==> src/rtl/tdef_ram.sv <==
// ----------------------------------------------------------------------------
// tdef_ram
// Simple dual-port RAM: one write port, one read port, registered read data.
// ----------------------------------------------------------------------------
module tdef_ram #(
  parameter int WIDTH = 8,
  parameter int DEPTH = 16,
  localparam int AW = (DEPTH > 1) ? $clog2(DEPTH) : 1
) (
  input  logic             clk,
  input  logic             we,
  input  logic [AW-1:0]    waddr,
  input  logic [WIDTH-1:0] wdata,
  input  logic [AW-1:0]    raddr,
  output logic [WIDTH-1:0] rd_data_r
);

  logic [WIDTH-1:0] mem_r [DEPTH];

  always_ff @(posedge clk) begin
    if (we) begin
      mem_r[waddr] <= wdata;
    end
  end

  always_ff @(posedge clk) begin
    rd_data_r <= mem_r[raddr];
  end

endmodule

==> config.mk <==
export PLATFORM = sky130hd
export DESIGN_NAME = tdef_ram
export DESIGN_NICKNAME = d
export VERILOG_FILES = /design/src/rtl/tdef_ram.sv
export SDC_FILE = /design/constraint.sdc
export NUM_CORES = 1
export LEC_CHECK = 0
export BUFFER_PORTS_ARGS = -buffer_cell sky130_fd_sc_hd__buf_4
export CORE_ASPECT_RATIO = 1.1
export CORE_UTILIZATION = 30
export DETAILED_ROUTE_END_ITERATION = 7
export SETUP_SLACK_MARGIN = 0.02
export SYNTH_ARGS = -nofsm -noshare
export SYNTH_HDL_FRONTEND = slang
export SYNTH_SLANG_ARGS = --single-unit
==> constraint.sdc <==
create_clock -name clk -period 4.3 [get_ports clk]
set_input_delay 0.86 -clock clk [delete_from_list [all_inputs] [get_ports clk]]
set_output_delay 0.86 -clock clk [all_outputs]
set_load 0.02 [all_outputs]
# Word level (Yosys, flattened, before mapping)
# Memories as Yosys holds them, arrays and structs flattened. A register that Yosys moved wholly into a read port is not among the register bits.
# Cells that the tools add are included.
# word_totals
ff_bits,0
ram_bits,128
input_bits,18
out_inout_bits,8
wordCells,3
memories,1
# mem_list
name,words,word_bits,rd,rd_ports_with_merged_regs,wr,line_no,source
mem_r,16,8,1,1,1,18,logic [WIDTH-1:0] mem_r [DEPTH];
# op_classes
n_mux,2
# ops
cell,count
$mux W1,2

# Logic depth before layout (Yosys ltp)
# depth
word_depth,2
depth_mapped,5
mapped_depth_nobuf,3

# Worst setup path before layout
# OpenSTA, ideal clock, no wires.
# synth_timing
path_type,input to register
start,input waddr[2]
end,"memory mem_r[0][0], enable pin"
setup_ns,0.383
arrival_ns,1.970
required_time_ns,3.917
slack_ns,1.947
cell_stages,2
path_cell_list,or3b_2 -> nor3_1
# synth_rtl
item,line_no,source
from (decl),12,"input logic [AW-1:0] waddr,"
to (decl),18,
# Straight into the memory's write port.

# Worst setup path in the final report
# layout_timing
start,input waddr[2]
end,"memory mem_r[0][2], enable pin"
# Straight into the memory's write port.

==> reports/results.tsv <==
stage	metric	value	unit
run_status	status	finished, final reports clean	
finish	Fillers	1498	
global_route	largest net degree at the start of global routing	33	
logic_synthesis	post-synthesis sequential area ratio	0.778	
cts	Setup Fix Bufs, Post-CTS	0	
timing	final setup fails	0	
setup_path	crit start category	input pin	
setup_path	Worst Path Arrival	2.31	ns
global_route	aggregate global routing overflow	0	
timing	Worst Tran Pin Value	1.06	ns
logic_synthesis	syn avg cell area	22.5	um2
logic_synthesis	leading area contributor after synthesis	edfxtp_1	
detailed_routing	DR WL/cell	21.6	um
pwr	maximum vdd drop	0.000403	V
timing	slew margin rel.	0.289	
placement	port bufs	25	
logic_synthesis	Post-Syn Area	0.00515	mm2
timing	Final period util	0.530	
floorplanning	Die Span Y	139	um
logic_synthesis	top cells by area, synth	edfxtp_1 75%, mux4_2 7.9%, mux4_1 7.1%	
logic_synthesis	FF+latch count, synth	136	
cts	cts hold-fix bufs	0	
logic_synthesis	Top FF cell, synth	edfxtp_1	
setup_path	worst path cell trace	buf_4 -> or3b_2 -> nor3_1	
setup_path	CP top delay family	simple AND/OR/NAND/NOR gates	
setup_path	Crit Path Max Fanout	8	
floorplanning	# rows	49	
detailed_routing	Via density	4.99	
global_route	GRT Resource Usage Total	0.126	
timing	Fmax	439	MHz
floorplanning	die width	127	um
detailed_routing	via count	2407	
pwr	Pwr Density	523	mW/mm2
setup_path	Worst path max stage delay	0.83	ns
setup_path	Req. time, crit path	4.33	ns
floorplanning	core area	0.0166	mm2
floorplanning	Starting Density	0.311	
cts	post-CTS sizing	0	
pwr	leakage power	2.03	nW
cts	Clock Latency Late Sink	0.42	ns
floorplanning	num ports	26	
timing	Worst Skew	0.00744	ns
logic_synthesis	FFs w/ async S/R, synth	0	
detailed_routing	overall routed net length	10400	um
setup_path	Crit Path Class	in -> reg	
timing	Pins Over Slew Limit	0	
detailed_routing	drt first pass iters	4	
setup_path	CP Buf/Inv Count	1	
placement	post-placement setup slack	1.63	ns
placement	GP Congestion	0.718	
timing	min Tclk post-route	2.28	ns
logic_synthesis	Netlist cell types	19	
global_route	vias in the first global route	2516	
detailed_routing	ANT nets after route	0	
cts	H-tree levels	4	
floorplanning	DIE AREA	0.0177	mm2
logic_synthesis	Syn Nets	247	
finish	Inserted Diodes	0	
setup_path	crit end category	flop	
detailed_routing	Initial DRC Count	143	
logic_synthesis	Gate Count Post-Synth	229	
logic_synthesis	count leader, synth	edfxtp_1	
logic_synthesis	most common library cells after synthesis	128 x edfxtp_1, 18 x mux4_2, 16 x a22oi_1	
global_route	first-pass GRT wire length	15600	um
worst_hold_path	Hold Crit Class	reg -> reg	
pwr	Total Power	0.00323	W
timing	Setup WS post-layout	2.02	ns
cts	CTS Buf Count	17	
job	max_cap viols	0	
logic_synthesis	Synth Warn #	0	
finish	share of cells above drive strength 1	0.281	
detailed_routing	DRC viols	0	
timing	Hold Violations, Final	0	
cts	maximum buffer depth of the clock tree	2	
timing	RSZ-0062 raised after global routing	false	
cts	Clock Sinks	136	
logic_synthesis	Post-synth EDFFs	128	
placement	HPWL Detailed	6440	um
logic_synthesis	Synth top area share	0.747	
cts	CTS tree	yes	
global_route	initial antenna violation count	0	
finish	Util after Layout	0.373	
finish	area delta synth->final	20.0	%
timing	Setup TNS Final	0	ns
finish	Final nets	284	
setup_path	crit path max-delay cell type	nor3_1	
cts	root buffer cell	clkbuf_16	
cts	clk slew on worst S/H paths	0.06	ns
[final timing paths]
path	start	end	slack, ns	cells past startpoint
setup / recovery	waddr[2]	mem_r[0][2]	2.02	3
hold reg to reg	mem_r[14][2]	rd_data_r[2]	0.68	3
setup reg to reg	mem_r[3][4]	rd_data_r[4]	2.86	3
hold / removal	mem_r[14][2]	rd_data_r[2]	0.68	3
[power breakdown]
| group | internal [W] | switching [W] |
|---|---|---|
| Clock | 0.00103 | 0.000555 |
| Combinational | 0.0000625 | 0.0000886 |
| Sequential | 0.00148 | 0.00000985 |
| Total | 0.00258 | 0.000653 |
[flip-flops by register name (all words and copies together), names as in the netlist]
register   cells
rd_data_r      8
mem_r        128
[cell usage in the layout, fill, tap and decap left out, types with 5 or more instances in the layout]
cell	Yosys	routed
edfxtp_1	128	128
buf_4	1	28
mux4_2	18	18
clkbuf_16	0	17
a22oi_1	16	16
mux4_1	14	14
nor2_1	13	13
nand2_1	9	9
dfxtp_1	8	8
bufinv_16	0	5
[metal layers]
layer | GRT usage | up-vias | routed length, um
met4 | 0.0407 | 0 | 100
met5 | 0 | - | 0
met1 | 0.180 | 1265 | 4830
li1 | - | 1049 | -
met2 | 0.184 | 82 | 4850
met3 | 0.0365 | 11 | 611
[worst register-to-register path: cells and delay by family (launching register included)]
family / cells / cell delay (ns)
compound gates: 1 / 0.37
flops: 1 / 0.37
mux: 1 / 0.47
simple gates: 1 / 0.11
[logic make-up after synthesis]
family | synth area share
flip-flops | 0.778
AND/OR/NAND/NOR | 0.0318
multiplexers | 0.150
AO/OA/AOI/OAI | 0.0233
buffers and inverters | 0.0168
[final cells by class]
type                    count  area [um2]  share of cell area
clock buffers              17         425              0.0689
flip-flops and latches    136        4000               0.648
well taps                 204         255              0.0413
multi-input cells          83        1060               0.171
clock inverters            14         224              0.0363
repair buffers             28         210              0.0340
[metrics by stage]
| step | cell area, um2 | hold WS, ns | cells |
|---|---|---|---|
| floorplan | 5150 | 0.629 | 229 |
| global placement | 5530 | 0.659 | 451 |
| detailed placement | 5530 | 0.667 | 451 |
| CTS | 6180 | 0.681 | 482 |
| global route | 6180 | 0.700 | 482 |
| finish | 6180 | 0.675 | 482 |
Power figures use the tool's default switching activity.
